## src/rtl/core/fbmr_pkg.sv

```systemverilog
// ----------------------------------------------------------------------------
// fbmr_pkg: shared types and constants of the framed byte mailbox ring
// Item and result structs, command codes, status codes and sizing defaults.
// ----------------------------------------------------------------------------
`default_nettype none

package fbmr_pkg;

	// sizing
	localparam int DEPTH_DEF = 1024;
	localparam int LEN_W     = 16;
	localparam int CMP_W     = LEN_W + 1;	// holds DEPTH and length + header
	localparam int HDR_BYTES = 4;

	// item kinds
	localparam logic [1:0] KIND_BEGIN   = 2'd0;
	localparam logic [1:0] KIND_PAYLOAD = 2'd1;
	localparam logic [1:0] KIND_READ    = 2'd2;

	// result status codes
	localparam logic [2:0] ST_OK       = 3'd0;
	localparam logic [2:0] ST_TOO_LONG = 3'd1;
	localparam logic [2:0] ST_NO_SPACE = 3'd2;
	localparam logic [2:0] ST_EMPTY    = 3'd3;
	localparam logic [2:0] ST_NO_MSG   = 3'd4;

	// classified operations handed from front to back
	typedef enum logic [1:0] {
		OP_BEGIN,
		OP_PAYLOAD,
		OP_READ,
		OP_NOP
	} op_t;

	typedef struct packed {
		logic [1:0]       kind;
		logic [LEN_W-1:0] msg_length;
		logic [7:0]       data_byte;
	} item_t;

	typedef struct packed {
		logic [2:0] status;
		logic [7:0] read_byte;
		logic       committed;
	} result_t;

	typedef struct packed {
		op_t              op;
		logic             too_long;
		logic [LEN_W-1:0] msg_length;
		logic [7:0]       data_byte;
	} cmd_t;

endpackage

`default_nettype wire

```

## src/rtl/core/fbmr_resq.sv

```systemverilog
// ----------------------------------------------------------------------------
// fbmr_resq: result queue
// Two-entry queue that holds finished results until the consumer pops them.
// ----------------------------------------------------------------------------
`default_nettype none

module fbmr_resq import fbmr_pkg::*; (
	input  wire logic    clk,
	input  wire logic    arst_n,
	input  wire logic    res_push,
	input  wire result_t res,
	output logic         res_full,
	output logic         empty,
	input  wire logic    pop,
	output result_t      result
);

	result_t    slot_q [2];
	logic       wp_q;
	logic       rp_q;
	logic [1:0] cnt_q;
	logic       rd_en;

	assign res_full = (cnt_q == 2'd2);
	assign empty    = (cnt_q == 2'd0);
	assign result   = slot_q[rp_q];
	assign rd_en    = pop && !empty;

	// queue storage
	always_ff @(posedge clk) begin
		if (res_push) begin
			slot_q[wp_q] <= res;
		end
	end

	// queue pointers and fill count
	always_ff @(posedge clk or negedge arst_n) begin
		if (!arst_n) begin
			wp_q  <= 1'b0;
			rp_q  <= 1'b0;
			cnt_q <= 2'd0;
		end else begin
			if (res_push) begin
				wp_q <= !wp_q;
			end
			if (rd_en) begin
				rp_q <= !rp_q;
			end
			cnt_q <= cnt_q + 2'(res_push) - 2'(rd_en);
		end
	end

endmodule

`default_nettype wire

```

## config.mk

```make
export PLATFORM = sky130hd
export DESIGN_NAME = fbmr_resq
export DESIGN_NICKNAME = d
export VERILOG_FILES = /design/src/rtl/core/fbmr_pkg.sv /design/src/rtl/core/fbmr_resq.sv
export SDC_FILE = /design/constraint.sdc
export NUM_CORES = 1
export LEC_CHECK = 0
export BUFFER_PORTS_ARGS = -buffer_cell sky130_fd_sc_hd__buf_2
export CAP_MARGIN = 25
export CORE_UTILIZATION = 45
export CTS_CLUSTER_DIAMETER = 200
export DETAILED_ROUTE_END_ITERATION = 12
export GPL_ROUTABILITY_DRIVEN = 1
export PLACE_DENSITY = 0.73
export SLEW_MARGIN = 20
export SYNTH_ARGS = -nofsm -noshare
export SYNTH_HDL_FRONTEND = slang
export SYNTH_SLANG_ARGS = --single-unit
```

## constraint.sdc

```tcl
create_clock -name clk -period 1.5 [get_ports clk]
set_input_delay 0.15 -clock clk [delete_from_list [all_inputs] [get_ports clk]]
set_output_delay 0.15 -clock clk [all_outputs]
set_load 0.02 [all_outputs]
```

* Yosys cells after proc, flatten, opt, wreduce, memory -nomap -nowiden
Memory sizes are Yosys's and may differ from the RTL's. Index checks and enable logic that the tools add are counted.
Storage, ports and cells: bits in registers 4, bits in writable memories 24, bits of input ports 16, output and inout bits 14, memories kept 1
Operators by class: add/sub/neg operators 2, equality and inequality tests 1, muxes and demuxes 2, reduce and logical (&&, ||, !) cells 5
Memories:
- slot_q | words 2, width 12, rd ports 1, clocked after memory_dff 0, write ports 1, line fbmr_resq.sv:18 | result_t slot_q [2];
Operators with widths (count):
- 1-bit logical NOT | 3
- 2-bit by 1-bit adder with 2-bit output | 1
- 2-bit equality test, second input constant | 1
- 2-bit logical NOT | 1
- 1-bit 2-to-1 mux | 2
- 2-bit by 1-bit subtractor with 2-bit output | 1
- 1-bit logical AND | 1

* Depth between registers and ports, before layout
depth in word-level cells 4, depth in mapped cells 6, depth with buffers taken out 6

* Worst setup path after synthesis
Ideal clock, no wire load.
kind reg-to-reg, start reg cnt_q[1], end reg cnt_q[1], library setup time 123 ps, data arrival time 1307 ps, data required time 1377 ps, path slack 70 ps, stages on the path, launching flop included 7, cells stage by stage dfrtp_1 o21a_1 ha_1 inv_1 ha_1 xnor2_1 xnor2_1
Between the ends: longest elaborated chain between the ends 4
Ends and longest elaborated chain:
- start: declaration | line fbmr_resq.sv:21 | logic [1:0] cnt_q;
- start signal: assignment | line fbmr_resq.sv:49 | cnt_q <= cnt_q + 2'(res_push) - 2'(rd_en);
- 2-bit logical NOT | line fbmr_resq.sv:25 | assign empty = (cnt_q == 2'd0);
- 1-bit logical NOT | line fbmr_resq.sv:27 | assign rd_en = pop && !empty;
- 1-bit logical AND | line fbmr_resq.sv:27
- via rd_en | line fbmr_resq.sv:22 | logic rd_en;
- 2-bit by 1-bit subtractor with 2-bit output | line fbmr_resq.sv:49
The timed path passes the listed nets, and every way through them passes these cells. A chain may end at the register's enable or synchronous reset.

==> out/qor.yml <==
grt_pass1_wl_mm: 3.07
synth_area_leader_cell: "edfxtp_1"
fin_crit_sh: 1.01
die-width_um: 51.4
num_io_pins: 30
worst_pin_slew_ns: 0.165
gp_congestion: 0.633
clk_latency_ns: 0.33
r2r-start: "cnt_q[0]$_DFF_PN0_"
peakVddDrop_mv: 1.51
worst_setup_path_end_kind: "output pin"
drive_gt1_frac: 0.509
timing.critical_path.required_ns: 1.35
critPathMaxStageDelay_ns: 0.42
crit_fanout: 7
worst_clock_skew_ns: 0.00585
synth_top_area_share: 0.656
seqCellArea_um2: 821
antenna_cells: 0
htree_levels: 1
ant_nets: 0
place_ws_ns: 0.00150
slew_headroom: 0.889
violations: "setup timing"
num-fill-cells: 161
die_y_um: 51.4
final_util: 0.700
cp-startpoint: "rp_q$_DFFE_PN0P_"
final_common_cell: "edfxtp_1"
maxSlewViolCount: 0
ys_seq_area_frac: 0.747
drt_first_pass_iters: 2
core-area_um2: 2250
finalSetupViolations: 10
clk_path_buf_depth: 2
placed_cells: 115
yosys_warnings: 0
multiInputGateArea_um2: 280
swShare: 0.324
grt_max_degree: 16
critical_path_class: "reg -> out"
netlist_area_um2: 1100
intPower_mw: 1.93
crit_top_cell: "buf_6"
drv_cap: 0
initial_core_util: 0.487
rows: 17
power_density_nw_per_um2: 1810
p_leak_nw: 0.672
cts.sinks: 28
switching_power_mw: 0.923
pwr-share-clk: 0.111
min_path_type: "in -> reg"
rsz0062_at_grt: "yes"
ys_ff_latch: 28
routedWlPerCell_um: 14.9
status: "finished, violations left"
fin_nets: 125
synth_nets: 72
stdcell_area_um2: 1580
tritoncts: "yes"
first_iter_violations: 2
cp_cell_sequence: "buf_6 > mux2_4 > buf_6"
cp.arrival_ns: 1.37
antenna_found_initial: 0
synth.area.top_cells: "edfxtp_1, mux2_4, dfrtp_1"
setup_ws_ns: -0.0187
cts_buffers: 3
seq_power_share: 0.395
drt-total-wl_mm: 2.00
cp_slowest_cell: "dfrtp_1"
period_needed_ns: 1.52
layout.cells.non_filler: 134
drcViolationCount: 0
area_growth_pct: 43.6
grt_usage: 0.170
hold_start: "res[1]"
die-area_um2: 2640
avgSynthCellArea_um2: 20.3
portBuffers: 29
hold_viol_final: 0
dp_hpwl_mm: 1.22
placed_area_um2: 1310
ys_types: 13
path_clk_slew_ns: 0.13
combPwrFrac: 0.495
max_freq_ghz: 0.658
cts-root-buf: "clkbuf_4"
syn-instance-count: 54
holdWs_ns: 0.00572
vias_per_cell: 4.53
cp-start-kind: "flop"
grt-ovfl-total: 0
layout_common_cells: "edfxtp_1, buf_2, buf_6"
grt_pass1_vias: 676
num_vias: 607
## cells in the mapped netlist
library cell	instances
o21a_1	1
xnor2_1	2
nor2b_1	2
inv_1	2
ha_1	2
and2_1	1
dfrtp_1	4
xor2_1	2
edfxtp_1	24
mux2_4	9
buf_6	1
nor2_1	1
mux2_2	3
## critical path: cells and delay by family (launching register included)
kind,cells,cell delay (ns)
flip-flops,1,0.42
multiplexers,1,0.31
buffers and inverters,2,0.30
## cell families after synthesis
kind of cell             synth area share
multiplexers                        0.154
buffers and inverters              0.0171
AO/OA/AOI/OAI                     0.00684
adder cells (fa/ha/maj)            0.0228
flip-flops                          0.747
AND/OR/NAND/NOR                    0.0205
XOR/XNOR                           0.0319
## cell type report
type / count / share of cell area
clock buffer: 4 / 0.0167
inverter: 2 / 0.00476
multi-input combinational: 23 / 0.178
sequential: 28 / 0.520
tap: 28 / 0.0222
timing repair buffer: 49 / 0.259
## through the flow
step / power, mW / TNS (ns)
3_3_place_gp: 2.16 / 0
4_1_cts: 2.79 / -0.0633
2_1_floorplan: 1.88 / 0
5_1_grt: 3.00 / -0.442
3_5_place_dp: 2.21 / 0
6_report: 2.85 / -0.102
## flip-flops by register name, indices dropped and copies added, names as in the netlist
name / count
slot_q: 24
cnt_q: 2
rp_q: 1
wp_q: 1
## routing by layer
metal / part of all wire / track usage
met1: 0.38 / 0.192
met2: 0.57 / 0.303
met3: 0.022 / 0.0268
met4: 0.019 / 0.0946
met5: 0 / 0
## final timing paths
kind | to | slack (ns) | cells after the start
setup / recovery | result[10] | -0.02 | 3
hold / removal | slot_q[1][1]$_DFFE_PP_ | 0.006 | 1
setup reg to reg | cnt_q[1]$_DFF_PN0_ | 0.02 | 6
hold reg to reg | wp_q$_DFFE_PN0P_ | 0.50 | 1
max in group asynchronous | cnt_q[1]$_DFF_PN0_ | 1.24 | 2
min in group asynchronous | cnt_q[0]$_DFF_PN0_ | 0.14 | 2
## power groups by stage
stage	sequential, mW	clock [mW]	combinational [mW]
after CTS	1.12	0.326	1.35
after global placement	1.12	0	1.04
after global routing	1.14	0.350	1.51
after detailed placement	1.14	0	1.07
final	1.13	0.315	1.41
after floorplan	1.14	0	0.740
## repair_timing
item,in CTS,in global routing
pin swaps,0,1
endpoints found under the setup margin,13,13
buffers inserted,2,1
endpoints found under the hold margin,24,2
resized for setup,26,5
hold buffers,11,1
(Power assumes the default switching activity.)
