<file path="config.mk">
export PLATFORM = sky130hd
export DESIGN_NAME = fbmr_front
export DESIGN_NICKNAME = d
export VERILOG_FILES = /design/src/rtl/core/fbmr_pkg.sv /design/src/rtl/core/fbmr_front.sv
export SDC_FILE = /design/constraint.sdc
export NUM_CORES = 1
export LEC_CHECK = 0
export ABC_AREA = 1
export BUFFER_PORTS_ARGS = -buffer_cell sky130_fd_sc_hd__buf_2
export CORE_MARGIN = 2
export CORE_UTILIZATION = 45
export DETAILED_ROUTE_END_ITERATION = 7
export GPL_TIMING_DRIVEN = 0
export PLACE_DENSITY = 0.78
export SLEW_MARGIN = 25
export SYNTH_ARGS = -nofsm -noshare
export SYNTH_HDL_FRONTEND = slang
export SYNTH_SLANG_ARGS = --single-unit
</file>
<file path="constraint.sdc">
create_clock -name clk -period 3.6 [get_ports clk]
set_input_delay 0.18 -clock clk [delete_from_list [all_inputs] [get_ports clk]]
set_output_delay 0.18 -clock clk [all_outputs]
set_load 0.05 [all_outputs]
</file>
<file path="src/rtl/core/fbmr_pkg.sv">
// ----------------------------------------------------------------------------
// fbmr_pkg: shared types and constants of the framed byte mailbox ring
// Item and result structs, command codes, status codes and sizing defaults.
// ----------------------------------------------------------------------------
`default_nettype none

package fbmr_pkg;

	// sizing
	localparam int DEPTH_DEF = 1024;
	localparam int LEN_W     = 16;
	localparam int CMP_W     = LEN_W + 1;	// holds DEPTH and length + header
	localparam int HDR_BYTES = 4;

	// item kinds
	localparam logic [1:0] KIND_BEGIN   = 2'd0;
	localparam logic [1:0] KIND_PAYLOAD = 2'd1;
	localparam logic [1:0] KIND_READ    = 2'd2;

	// result status codes
	localparam logic [2:0] ST_OK       = 3'd0;
	localparam logic [2:0] ST_TOO_LONG = 3'd1;
	localparam logic [2:0] ST_NO_SPACE = 3'd2;
	localparam logic [2:0] ST_EMPTY    = 3'd3;
	localparam logic [2:0] ST_NO_MSG   = 3'd4;

	// classified operations handed from front to back
	typedef enum logic [1:0] {
		OP_BEGIN,
		OP_PAYLOAD,
		OP_READ,
		OP_NOP
	} op_t;

	typedef struct packed {
		logic [1:0]       kind;
		logic [LEN_W-1:0] msg_length;
		logic [7:0]       data_byte;
	} item_t;

	typedef struct packed {
		logic [2:0] status;
		logic [7:0] read_byte;
		logic       committed;
	} result_t;

	typedef struct packed {
		op_t              op;
		logic             too_long;
		logic [LEN_W-1:0] msg_length;
		logic [7:0]       data_byte;
	} cmd_t;

endpackage

`default_nettype wire

</file>
<file path="src/rtl/core/fbmr_front.sv">
// ----------------------------------------------------------------------------
// fbmr_front: item intake and classification
// Decodes each item into an operation, flags over-long begins, and holds
// the commands in a two-entry queue ahead of the execution back end.
// ----------------------------------------------------------------------------
`default_nettype none

module fbmr_front import fbmr_pkg::*; #(
	parameter int DEPTH = DEPTH_DEF
) (
	input  wire logic  clk,
	input  wire logic  arst_n,
	input  wire logic  push,
	input  wire item_t item,
	output logic       full,
	output logic       cmd_valid,
	output cmd_t       cmd,
	input  wire logic  cmd_take
);

	cmd_t       slot_q [2];
	logic       wp_q;
	logic       rp_q;
	logic [1:0] cnt_q;
	cmd_t       cls;
	logic       wr_en;

	// classify the incoming item
	always_comb begin
		case (item.kind)
			KIND_BEGIN:   cls.op = OP_BEGIN;
			KIND_PAYLOAD: cls.op = OP_PAYLOAD;
			KIND_READ:    cls.op = OP_READ;
			default:      cls.op = OP_NOP;
		endcase
		cls.too_long   = CMP_W'(item.msg_length) > CMP_W'(DEPTH - 5);
		cls.msg_length = item.msg_length;
		cls.data_byte  = item.data_byte;
	end

	assign full      = (cnt_q == 2'd2);
	assign cmd_valid = (cnt_q != 2'd0);
	assign cmd       = slot_q[rp_q];
	assign wr_en     = push && !full;

	// queue storage
	always_ff @(posedge clk) begin
		if (wr_en) begin
			slot_q[wp_q] <= cls;
		end
	end

	// queue pointers and fill count
	always_ff @(posedge clk or negedge arst_n) begin
		if (!arst_n) begin
			wp_q  <= 1'b0;
			rp_q  <= 1'b0;
			cnt_q <= 2'd0;
		end else begin
			if (wr_en) begin
				wp_q <= !wp_q;
			end
			if (cmd_take) begin
				rp_q <= !rp_q;
			end
			cnt_q <= cnt_q + 2'(wr_en) - 2'(cmd_take);
		end
	end

endmodule

`default_nettype wire

</file>
== After elaboration in Yosys (flattened, before gate mapping) ==
Memory sizes are Yosys's and may differ from the RTL's.
Cells that the tools add are included.

* Register bits: 4
* Memory bits (writable): 54
* Logic and storage cells: 19
* Memories: 1

* Order comparisons: 1
* Multiplexer cells: 3
* Add/sub/neg operators: 2
* Reductions and logical operators: 6
* Equal/unequal tests: 3

{| class="wikitable"
|+ Memories
! memory !! depth !! width !! read ports !! clocked after Yosys merged registers in !! wr ports !! line !! text
|-
| slot_q || 2 || 27 || 1 || 0 || 1 || fbmr_front.sv:21 || <nowiki>cmd_t slot_q [2];</nowiki>
|}

{| class="wikitable"
|+ Operators by type and width
! kind !! count
|-
| greater-than comparator 16 x 10 -> 1 bit, second input constant || 1
|-
| one-hot mux 2 bit (3 select lines) || 1
|-
| equality test 2 bit, second input constant || 2
|-
| zero test 1 bit || 3
|-
| adder 2 x 1 -> 2 bit || 1
|-
| equality test 2 x 1 -> 1 bit, second input constant || 1
|-
| zero test 2 bit || 1
|-
| 2-to-1 mux 1 bit || 2
|-
| nonzero test 2 bit || 1
|-
| subtractor 2 x 1 -> 2 bit || 1
|-
| logical AND 1 bit || 1
|}

== Logic depth before layout (Yosys ltp) ==
Gate-level depths: netlist of the first run.

* Depth in word-level cells: 5
* Gate-level depth with buffers: 9

== Worst setup path before layout of the first run ==
Ideal clock, no wire load.

* Kind: register -> register
* Start point: register cnt_q[1]
* End point: memory slot_q[1][0] (netlist bit) (enable)
* Period minus slack after synthesis: 2.116 ns
* Stages on the path, launching flop included: 4
* Arrival: 1.705 ns
* Path buffers: 0
* Required time: 3.189 ns
* Slack: 1.484 ns
* Cells stage by stage: dfrtp_1 -> nand2_1 -> nand2_1 -> nor2_1

* Word-level cells in the longest chain between the ends: 5

{| class="wikitable"
|+ RTL lines
! element !! line !! text
|-
| start, declared || fbmr_front.sv:24 || <nowiki>logic [1:0] cnt_q;</nowiki>
|-
| start signal, assigned || fbmr_front.sv:66 || <nowiki>cnt_q <= cnt_q + 2'(wr_en) - 2'(cmd_take);</nowiki>
|-
| equality test 2 bit || fbmr_front.sv:41 || <nowiki>assign full = (cnt_q == 2'd2);</nowiki>
|-
| zero test 1 bit || fbmr_front.sv:44 || <nowiki>assign wr_en = push && !full;</nowiki>
|-
| logical AND 1 bit || fbmr_front.sv:44 ||
|-
| 2-to-1 mux 1 bit || fbmr_front.sv:48 || <nowiki>if (wr_en) begin</nowiki>
|-
| 2-to-1 mux 1 bit (not written as such) || fbmr_front.sv:49 || <nowiki>slot_q[wp_q] <= cls;</nowiki>
|-
| end, declared || fbmr_front.sv:21 ||
|}

No other way between the ends.

==> results of run 1 <==
[cell type report]
class | count | area (sq um)
fillers | 437 | 2130
flip-flops and latches | 58 | 1720
multi-input cells | 83 | 440
repair buffers | 58 | 305
clock buffers | 14 | 173
inverters | 35 | 131
well taps | 70 | 87.6
plain buffers | 8 | 75.1
clock inverters | 2 | 10.0
[layer usage]
| metal | up-vias | global-route usage, % | share of wire (%) |
|---|---|---|---|
| met5 | - | 0 | 0 |
| met4 | 0 | 9.27 | 2.5 |
| met3 | 10 | 3.67 | 4.8 |
| met2 | 41 | 26.5 | 51 |
| met1 | 659 | 16.0 | 42 |
| li1 | 747 | - | - |
[synthesized netlist by cell type (all sizes together)]
cell	instances	share of area, %
o21ai	27	8.3
or2	1	0.27
inv	35	5.6
xor2	1	0.37
nor2	6	0.95
ha	2	1.1
clkbuf	2	0.32
nand3	2	0.42
dfrtp	4	4.2
nand2	44	7.0
buf	6	2.9
edfxtp	54	69
[power by group]
group,leakage [nW],internal [mW],switching (mW)
Combinational,0.658,0.326,1.02
Clock,0.0965,0.304,0.227
Sequential,0.546,0.921,0.0398
[per-stage QoR]
stage	total power, mW	setup WS (ns)
finish	2.84	2.02
global placement	2.30	0.860
detailed placement	2.34	1.76
global route	3.00	1.92
CTS	2.88	1.73
floorplan	2.03	1.48
[kinds of logic after synthesis]
logic type	after synthesis
and+or+nand+nor	53
buffers and inverters	43
adders and majority gates	2
AOI/OAI and AO/OA	27
DFF	58
xor gates and xnor gates	1
[path summary, 6_finish.rpt]
kind                               startpoint                 endpoint  slack, ns  depth (start not counted)
max                          rp_q$_DFFE_PN0P_                   cmd[3]       2.02                          4
min                                   item[7]   slot_q[0][7]$_DFFE_PP_       0.05                          1
max reg2reg                cnt_q[1]$_DFF_PN0_  slot_q[1][12]$_DFFE_PP_       2.06                          4
min reg2reg                  wp_q$_DFFE_PN0P_         wp_q$_DFFE_PN0P_       0.47                          2
max in group asynchronous              arst_n         rp_q$_DFFE_PN0P_       3.28                          2
min in group asynchronous              arst_n         wp_q$_DFFE_PN0P_       0.19                          2
[critical path, delay by kind of cell (launching register included)]
| family | cells | cell delay (ns) |
|---|---|---|
| buffers and inverters | 3 | 0.57 |
| AO/OA/AOI/OAI | 1 | 0.14 |
| flip-flops | 1 | 0.37 |
[flip-flops by register name, indices dropped and copies added (netlist names)]
register,count
slot_q,54
rp_q,1
wp_q,1
cnt_q,2
==> run_results.csv, run 1 <==
group,metric,value,unit
grt,grt_max_degree,28,
sta,timing.final.crit_share,44.0,%
sta,relSlewSlack,60.1,%
worst_setup_path,cp_max_fo,10,
synthesis,ys_ff_latch,58,
routing,via_per_inst,4.44,
grt,overflow,0,
worst_setup_path,setup.worst_path.end_class,"output port",
floorplanning,fp.coreArea,5070,sq um
synthesis,synth_fp_nets,216,
placement,hpwl,2720,um
routing,wirelength,3860,um
synthesis,synth_area,2360,sq um
floorplanning,die_w,76.4,um
routing,ant_nets,0,
placement,portBuffers,56,
sta,fin_skew,0.00613,ns
worst_setup_path,arrival,1.40,ns
floorplanning,die_y,76.4,um
finish,layout_common_cells,"56 x buf_2, 54 x edfxtp_1, 44 x nand2_1, 34 x inv_1, 16 x o21ai_2",
clock_tree,htreeDepth,3,
job,drv_cap,0,
clock_tree,cts.sinks,58,
sta,slew_viol_final,0,
sta,hold_viol_final,0,
clock_tree,clk_pin_slew,0.06,ns
placement,gp_congestion,0.740,
sta,period_minus_slack,1.58,ns
synthesis,synth_mux_area_share,0,%
synthesis,synth_compound_area_share,8.27,%
finish,fin_cells,328,
finish,postLayoutCoreUtil,58.0,%
finish,layout_commonest_cell,"buf_2",
synthesis,ys_seq_area_share,72.9,%
grt,grtUsageTotal,15.0,%
worst_setup_path,crit_type,"register to output port",
clock_tree,cts-root-buf,"clkbuf_8",
floorplanning,die_area,5840,sq um
outcome,outcome,"complete, no violations",
sta,hold_ws,0.0464,ns
sta,clock.fmax,0.632,GHz
worst_setup_path,worstPathRequired,3.42,ns
synthesis,syn_inst,184,
routing,drc,0,
clock_tree,cts_tree,"yes",
placement,dpl-instance-area,2750,sq um
worst_setup_path,crit_chain,"buf_6, buf_6, o21ai_1, buf_2",
routing,wl_per_cell,11.8,um
synthesis,synthAdderAreaFrac,1.06,%
grt,grt_pass1_wl,6530,um
routing,vias,1457,
finish,post-route-cell-area,2940,sq um
finish,drive_gt1_share,37.2,%
sta,tns,0,ns
floorplanning,io_pins,59,
floorplanning,start_util,46.5,%
clock_tree,clock_path_buffers,2,
sta,final-setup-viol-count,0,
placement,dp_cells,311,
synthesis,ys_warn_count,0,
sta,rsz0062_at_grt,"no",
synthesis,synthXorXnorAreaFrac,0.371,%
synthesis,syn_area_per_cell,12.8,sq um
clock_tree,cts_buffers,9,
pwr,powerDensity,966,nW/um^2
worst_setup_path,critPathLaunchType,"register",
worst_setup_path,slowest_stage,"dfrtp_1",
worst_setup_path,cpMostUsedCell,"buf_6",
synthesis,synthSimpleGateAreaFrac,8.64,%
routing,drtIter0Drc,50,
clock_tree,clk_latency,0.32,ns
grt,antenna_found_initial,0,
finish,antenna_cells,0,
pwr,leakagePower,1.30,nW
worst_setup_path,critPathMaxStageDelay,0.37,ns
floorplanning,num_rows,26,
finish,finalNetCount,285,
synthesis,synth_top_family_by_area,"buffers and inverters",
clock_tree,cts_resized,0,
grt,first_global_vias,1480,
sta,worstMarginPinSlew,0.598,ns
routing,drtPass1Iterations,4,
clock_tree,cts.hold.buffers_added,1,
finish,syn_to_final_growth,24.7,%
worst_hold_path,hold_class,"input port to register",
clock_tree,cts_setup_buffers,0,
pwr,max-vdd-ir-drop,626,uV
synthesis,synth.distinct_cells,14,
Note: power is estimated with default switching activity, not from simulation.
==> inputs of run 2 (changes only) <==
--- a/config.mk
+++ b/config.mk
@@ -5,13 +5,13 @@
 export SDC_FILE = /design/constraint.sdc
 export NUM_CORES = 1
 export LEC_CHECK = 0
-export ABC_AREA = 1
+export ABC_AREA = 0
 export BUFFER_PORTS_ARGS = -buffer_cell sky130_fd_sc_hd__buf_2
 export CORE_MARGIN = 2
 export CORE_UTILIZATION = 45
 export DETAILED_ROUTE_END_ITERATION = 7
 export GPL_TIMING_DRIVEN = 0
-export PLACE_DENSITY = 0.78
+export PLACE_DENSITY = 0.82
 export SLEW_MARGIN = 25
 export SYNTH_ARGS = -nofsm -noshare
 export SYNTH_HDL_FRONTEND = slang
==> constraint.sdc (replaced) <==
create_clock -name clk -period 1.3 [get_ports clk]
set_input_delay 0.065 -clock clk [delete_from_list [all_inputs] [get_ports clk]]
set_output_delay 0.065 -clock clk [all_outputs]
set_load 0.05 [all_outputs]
==> run_results.csv, run 2 <==
group,metric,value,unit
outcome,outcome,"complete, but fails checks",
outcome,failed_checks,"negative setup slack",
routing,wirelength,5080,um
clock_tree,clock_path_buffers,2,
grt,antenna_found_initial,0,
sta,slew_viol_final,0,
finish,drive_gt1_share,55.6,%
pwr,clkPwrFrac,17.0,%
finish,layout_commonest_cell,"edfxtp_1",
finish,syn_to_final_growth,59.6,%
pwr,switching_share,38.5,%
placement,dpl-instance-area,2560,sq um
job,drv_cap,0,
synthesis,synth_fp_nets,140,
floorplanning,io_pins,59,
routing,via_per_inst,5.14,
placement,dp_slack,-0.420,ns
sta,fin_skew,0.00836,ns
finish,antenna_cells,0,
routing,vias,1435,
routing,drtPass1Iterations,4,
grt,grtUsageTotal,19.9,%
sta,final-setup-viol-count,70,
synthesis,synth_area,2190,sq um
synthesis,ys_warn_count,0,
worst_setup_path,critPathLaunchType,"register",
finish,fin_cells,279,
placement,dp_cells,218,
synthesis,ys.flop_type,"edfxtp_1",
synthesis,synth.most_common_cell,"edfxtp_1",
synthesis,yosysTopAreaCell,"edfxtp_1",
worst_setup_path,crit_family,"buffers and inverters",
sta,hold_viol_final,0,
worst_setup_path,slowest_stage,"mux2_2",
worst_setup_path,critPathMaxStageDelay,0.36,ns
clock_tree,cts_buffers,9,
routing,wl_per_cell,18.2,um
clock_tree,htreeDepth,3,
grt,grt_pass1_wl,7540,um
placement,gp_congestion,0.643,
synthesis,synth-edff-count,54,
sta,worstMarginPinSlew,0.431,ns
synthesis,syn_inst,108,
pwr,max-vdd-ir-drop,1670,uV
sta,timing.final.crit_share,117,%
finish,layout_common_cells,"54 x edfxtp_1, 32 x buf_6, 28 x dlygate4sd3_1, 26 x buf_2, 24 x mux2_2",
synthesis,synth.distinct_cells,19,
floorplanning,die_y,73.7,um
finish,largest_reg_flops,54,
worst_setup_path,reg2reg_depth,7,
worst_setup_path,critical_path_depth,4,
grt,grt_max_degree,15,
synthesis,ys_ff_latch,58,
grt,overflow,0,
worst_setup_path,cp_max_fo,10,
placement,portBuffers,56,
sta,clock.fmax,0.657,GHz
floorplanning,die_area,5430,sq um
finish,finalNetCount,252,
routing,ant_nets,0,
pwr,switching_power,3.43,mW
worst_setup_path,path_buf_inv,3,
synthesis,synth.top_cells.by_area,"edfxtp_1 74%, mux2_2 14%, dfrtp_1 4.6%",
worst_setup_path,arrival,1.46,ns
routing,drtIter0Drc,69,
placement,hpwl,2530,um
synthesis,ys_seq_area_share,78.8,%
worst_setup_path,setup.worst_path.end_class,"output port",
sta,rsz0062_at_grt,"yes",
synthesis,synth_top_area_share,74.2,%
sta,hold_ws,0.0882,ns
floorplanning,num_rows,25,
clock_tree,cts_tree,"yes",
sta,setup_slack,-0.223,ns
worst_setup_path,crit_type,"register to output port",
routing,drc,0,
floorplanning,fp.coreArea,4690,sq um
grt,first_global_vias,1593,
clock_tree,cts-root-buf,"clkbuf_8",
worst_hold_path,hold_class,"input port to asynchronous set/reset pin",
clock_tree,clk_latency,0.33,ns
clock_tree,cts.sinks,58,
worst_setup_path,worstPathRequired,1.24,ns
finish,top_register,"slot_q",
synthesis,syn_area_per_cell,20.2,sq um
pwr,leakagePower,1.35,nW
pwr,p_comb_share,52.1,%
finish,reg.largest.list,"slot_q x54, cnt_q x2",
clock_tree,clk_pin_slew,0.06,ns
worst_setup_path,crit_chain,"buf_6, buf_8, mux2_2, buf_6",
finish,post-route-cell-area,3490,sq um
synthesis,synth_common_cells,"54 x edfxtp_1, 27 x mux2_2, 4 x dfrtp_1",
pwr,powerDensity,2550,nW/um^2
sta,period_minus_slack,1.52,ns
floorplanning,die_w,73.7,um
synthesis,async_reset_ff_share,6.90,%
worst_setup_path,cpMostUsedCell,"buf_6",
pwr,p_int,5.48,mW
pwr,p_seq_share,30.9,%
sta,relSlewSlack,71.2,%
floorplanning,start_util,46.6,%
run 2: cell type report:
| cell class | instances | area [sq um] |
|---|---|---|
| plain buffers | 5 | 53.8 |
| clock buffers | 11 | 131 |
| clock inverters | 5 | 45.0 |
| fillers | 273 | 1200 |
| inverters | 2 | 10.0 |
| multi-input cells | 47 | 548 |
| flip-flops and latches | 58 | 1720 |
| well taps | 54 | 67.6 |
| repair buffers | 97 | 912 |
run 2: worst paths after layout:
path                       slack, ns                       to                from
setup / recovery               -0.22                  cmd[24]    rp_q$_DFFE_PN0P_
hold / removal                  0.09       cnt_q[0]$_DFF_PN0_              arst_n
setup reg to reg               -0.15       cnt_q[1]$_DFF_PN0_  cnt_q[0]$_DFF_PN0_
hold reg to reg                 0.75       cnt_q[0]$_DFF_PN0_  cnt_q[0]$_DFF_PN0_
max in group asynchronous       1.09       cnt_q[1]$_DFF_PN0_              arst_n
min in group clk                0.22  slot_q[1][24]$_DFFE_PP_            item[19]
run 2: timing repair:
action | in CTS | in global routing
gates resized for setup | 77 | 19
endpoints found under the setup margin | 85 | 72
hold buffers | 28 | 0
buffers inserted | 12 | 5
hold endpoints to repair | 57 | 0
cloned | 2 | 2
pin swaps | 6 | 7
run 2: per-layer routing:
| metal | GRT usage, % | up-vias | routed length [um] |
|---|---|---|---|
| met5 | 0 | - | 0 |
| met4 | 9.90 | 0 | 113 |
| met3 | 7.96 | 12 | 268 |
| met2 | 33.2 | 61 | 2700 |
| met1 | 21.9 | 711 | 2000 |
| li1 | - | 651 | - |
run 2: power by group through the flow:
stage	sequential (mW)	combinational, mW	clock (mW)
global route	2.78	4.84	1.62
finish	2.76	4.64	1.51
floorplan	2.68	2.49	0
CTS	2.73	4.42	1.51
global placement	2.70	3.05	0
detailed placement	2.74	3.11	0
run 2: logic make-up (layout without fill, tap and decap cells):
logic type                 after synthesis  in the layout  share of synthesized area, %
DFF                                     58             58                          78.8
muxes                                   27             27                          13.9
and+or+nand+nor                          9             13                          2.75
buffers and inverters                    7            120                          1.60
xor gates and xnor gates                 4              4                          1.60
adders and majority gates                2              2                          1.14
AOI/OAI and AO/OA                        1              1                         0.229
run 2: worst register-to-register path, stage by stage (launching register included):
cell	delay [ns]
dfrtp_1	0.38
nand2b_4	0.17
nand2_4	0.08
ha_4	0.27
inv_2	0.04
ha_4	0.15
xnor2_2	0.12
xnor2_1	0.12
run 2: per-stage QoR:
step | power (mW) | TNS [ns] | util, %
5_1_grt | 9.24 | -8.98 | 74.4
3_3_place_gp | 5.75 | -16.03 | 54.6
3_5_place_dp | 5.86 | -21.99 | 54.6
6_report | 8.91 | -6.65 | 74.4
4_1_cts | 8.66 | -6.13 | 72.8
2_1_floorplan | 5.18 | -4.41 | -
==> inputs of run 3 (changes only) <==
--- a/config.mk
+++ b/config.mk
@@ -6,7 +6,7 @@
 export NUM_CORES = 1
 export LEC_CHECK = 0
 export ABC_AREA = 0
-export BUFFER_PORTS_ARGS = -buffer_cell sky130_fd_sc_hd__buf_2
+export BUFFER_PORTS_ARGS = -buffer_cell sky130_fd_sc_hd__clkbuf_2
 export CORE_MARGIN = 2
 export CORE_UTILIZATION = 45
 export DETAILED_ROUTE_END_ITERATION = 7
==> run_results.csv, run 3 (synthesized netlist as in run 2, its figures left out) <==
group,metric,value,unit
floorplanning,die_w,73.7,um
placement,gp_congestion,0.646,
pwr,leakagePower,1.54,nW
finish,syn_to_final_growth,73.8,%
sta,clock.fmax,0.629,GHz
routing,drtIter0Drc,60,
clock_tree,clk_latency,0.34,ns
clock_tree,cts_buffers,9,
pwr,switching_share,36.7,%
floorplanning,start_util,46.6,%
worst_setup_path,setup.worst_path.end_class,"output port",
job,drv_cap,0,
worst_setup_path,critPathLaunchType,"register",
clock_tree,cts.sinks,58,
finish,finalNetCount,255,
clock_tree,htreeDepth,3,
routing,drc,0,
sta,setup_slack,-0.290,ns
finish,antenna_cells,0,
clock_tree,cts_tree,"yes",
routing,via_per_inst,5.26,
grt,grt_pass1_wl,7910,um
routing,ant_nets,0,
worst_setup_path,crit_type,"register to output port",
finish,layout_commonest_cell,"edfxtp_1",
clock_tree,cts-root-buf,"clkbuf_8",
routing,wl_per_cell,21.7,um
floorplanning,die_area,5430,sq um
finish,fin_cells,282,
pwr,p_seq_share,27.0,%
routing,vias,1482,
worst_setup_path,cp_max_fo,7,
floorplanning,io_pins,59,
routing,drtPass1Iterations,4,
sta,relSlewSlack,84.1,%
finish,largest_reg_flops,54,
routing,wirelength,6130,um
grt,overflow,0,
floorplanning,die_y,73.7,um
placement,dp_slack,-0.405,ns
finish,top_register,"slot_q",
grt,grtUsageTotal,21.3,%
sta,period_minus_slack,1.59,ns
placement,hpwl,2540,um
sta,final-setup-viol-count,70,
worst_hold_path,hold_class,"input port to asynchronous set/reset pin",
sta,fin_skew,0.0105,ns
pwr,clkPwrFrac,19.7,%
sta,worstMarginPinSlew,0.239,ns
finish,layout_common_cells,"54 x edfxtp_1, 27 x dlygate4sd3_1, 26 x clkbuf_2, 26 x buf_8, 22 x mux2_4",
outcome,failed_checks,"negative setup slack",
floorplanning,num_rows,25,
pwr,p_comb_share,53.3,%
pwr,max-vdd-ir-drop,1550,uV
sta,rsz0062_at_grt,"yes",
finish,reg.largest.list,"slot_q x54, cnt_q x2",
clock_tree,clk_pin_slew,0.07,ns
worst_setup_path,worstPathRequired,1.24,ns
placement,dp_cells,218,
clock_tree,clock_path_buffers,2,
pwr,powerDensity,2710,nW/um^2
sta,timing.final.crit_share,122,%
sta,hold_viol_final,0,
placement,portBuffers,56,
grt,antenna_found_initial,0,
grt,grt_max_degree,28,
sta,slew_viol_final,0,
outcome,outcome,"complete, but fails checks",
pwr,p_int,6.52,mW
worst_setup_path,arrival,1.53,ns
pwr,switching_power,3.78,mW
floorplanning,fp.coreArea,4690,sq um
grt,first_global_vias,1637,
finish,drive_gt1_share,59.2,%
run 3: final cells by class:
class                   count  area [sq um]
plain buffers               5          58.8
clock buffers              10           128
clock inverters             6           114
fillers                   232           892
inverters                   2          7.51
multi-input cells          45           616
flip-flops and latches     58          1720
well taps                  54          67.6
repair buffers            102          1090
run 3: final timing paths:
kind | endpoint | slack (ns) | start | depth (start not counted)
setup / recovery | cmd[24] | -0.29 | rp_q$_DFFE_PN0P_ | 4
hold / removal | wp_q$_DFFE_PN0P_ | 0.11 | arst_n | 2
setup reg to reg | cnt_q[1]$_DFF_PN0_ | -0.20 | cnt_q[0]$_DFF_PN0_ | 7
hold reg to reg | wp_q$_DFFE_PN0P_ | 0.61 | wp_q$_DFFE_PN0P_ | 1
max in group asynchronous | wp_q$_DFFE_PN0P_ | 1.05 | arst_n | 2
min in group clk | slot_q[1][18]$_DFFE_PP_ | 0.16 | item[18] | 1
run 3: per-layer routing:
metal	wire length [um]	up-vias	share of wire [%]	global-route usage [%]
met2	3470	82	57	36.9
met4	234	0	3.8	13.3
met3	392	24	6.4	8.78
met1	2030	720	33	20.9
li1	-	656	-	-
met5	0	-	0	0
run 3: power groups by stage:
stage / sequential (mW) / combinational (mW) / clock (mW)
finish: 2.78 / 5.49 / 2.03
CTS: 2.73 / 4.60 / 2.03
global route: 2.81 / 5.69 / 2.14
floorplan: 2.68 / 2.49 / 0
detailed placement: 2.74 / 3.12 / 0
global placement: 2.70 / 3.05 / 0
run 3: metrics by stage:
step | util [%] | TNS (ns) | area, sq um | hold WS [ns] | power [mW]
5_1_grt | 81.0 | -11.53 | 3800 | 0.111 | 10.6
6_report | 81.0 | -8.72 | 3800 | 0.105 | 10.3
4_1_cts | 76.4 | -9.17 | 3580 | 0.0628 | 9.36
3_3_place_gp | 54.6 | -16.46 | 2560 | -0.131 | 5.75
2_1_floorplan | - | -4.41 | 2210 | -0.231 | 5.18
3_5_place_dp | 54.6 | -21.39 | 2560 | -0.123 | 5.86
run 3: worst max-delay path, cell delays in order, from the launching register on:
cell and delay (ns):
dfrtp_1 0.39, buf_6 0.15, clkbuf_16 0.16, mux2_4 0.32, buf_8 0.16
run 3: repair_timing:
item                       4_1_cts  5_1_grt
resized for setup               82       54
hold buffers                    28        0
setup endpoints to repair       85       86
pin swaps                        8        6
hold endpoints to repair        57        0
buffers inserted                12        5
gates cloned                     2        3
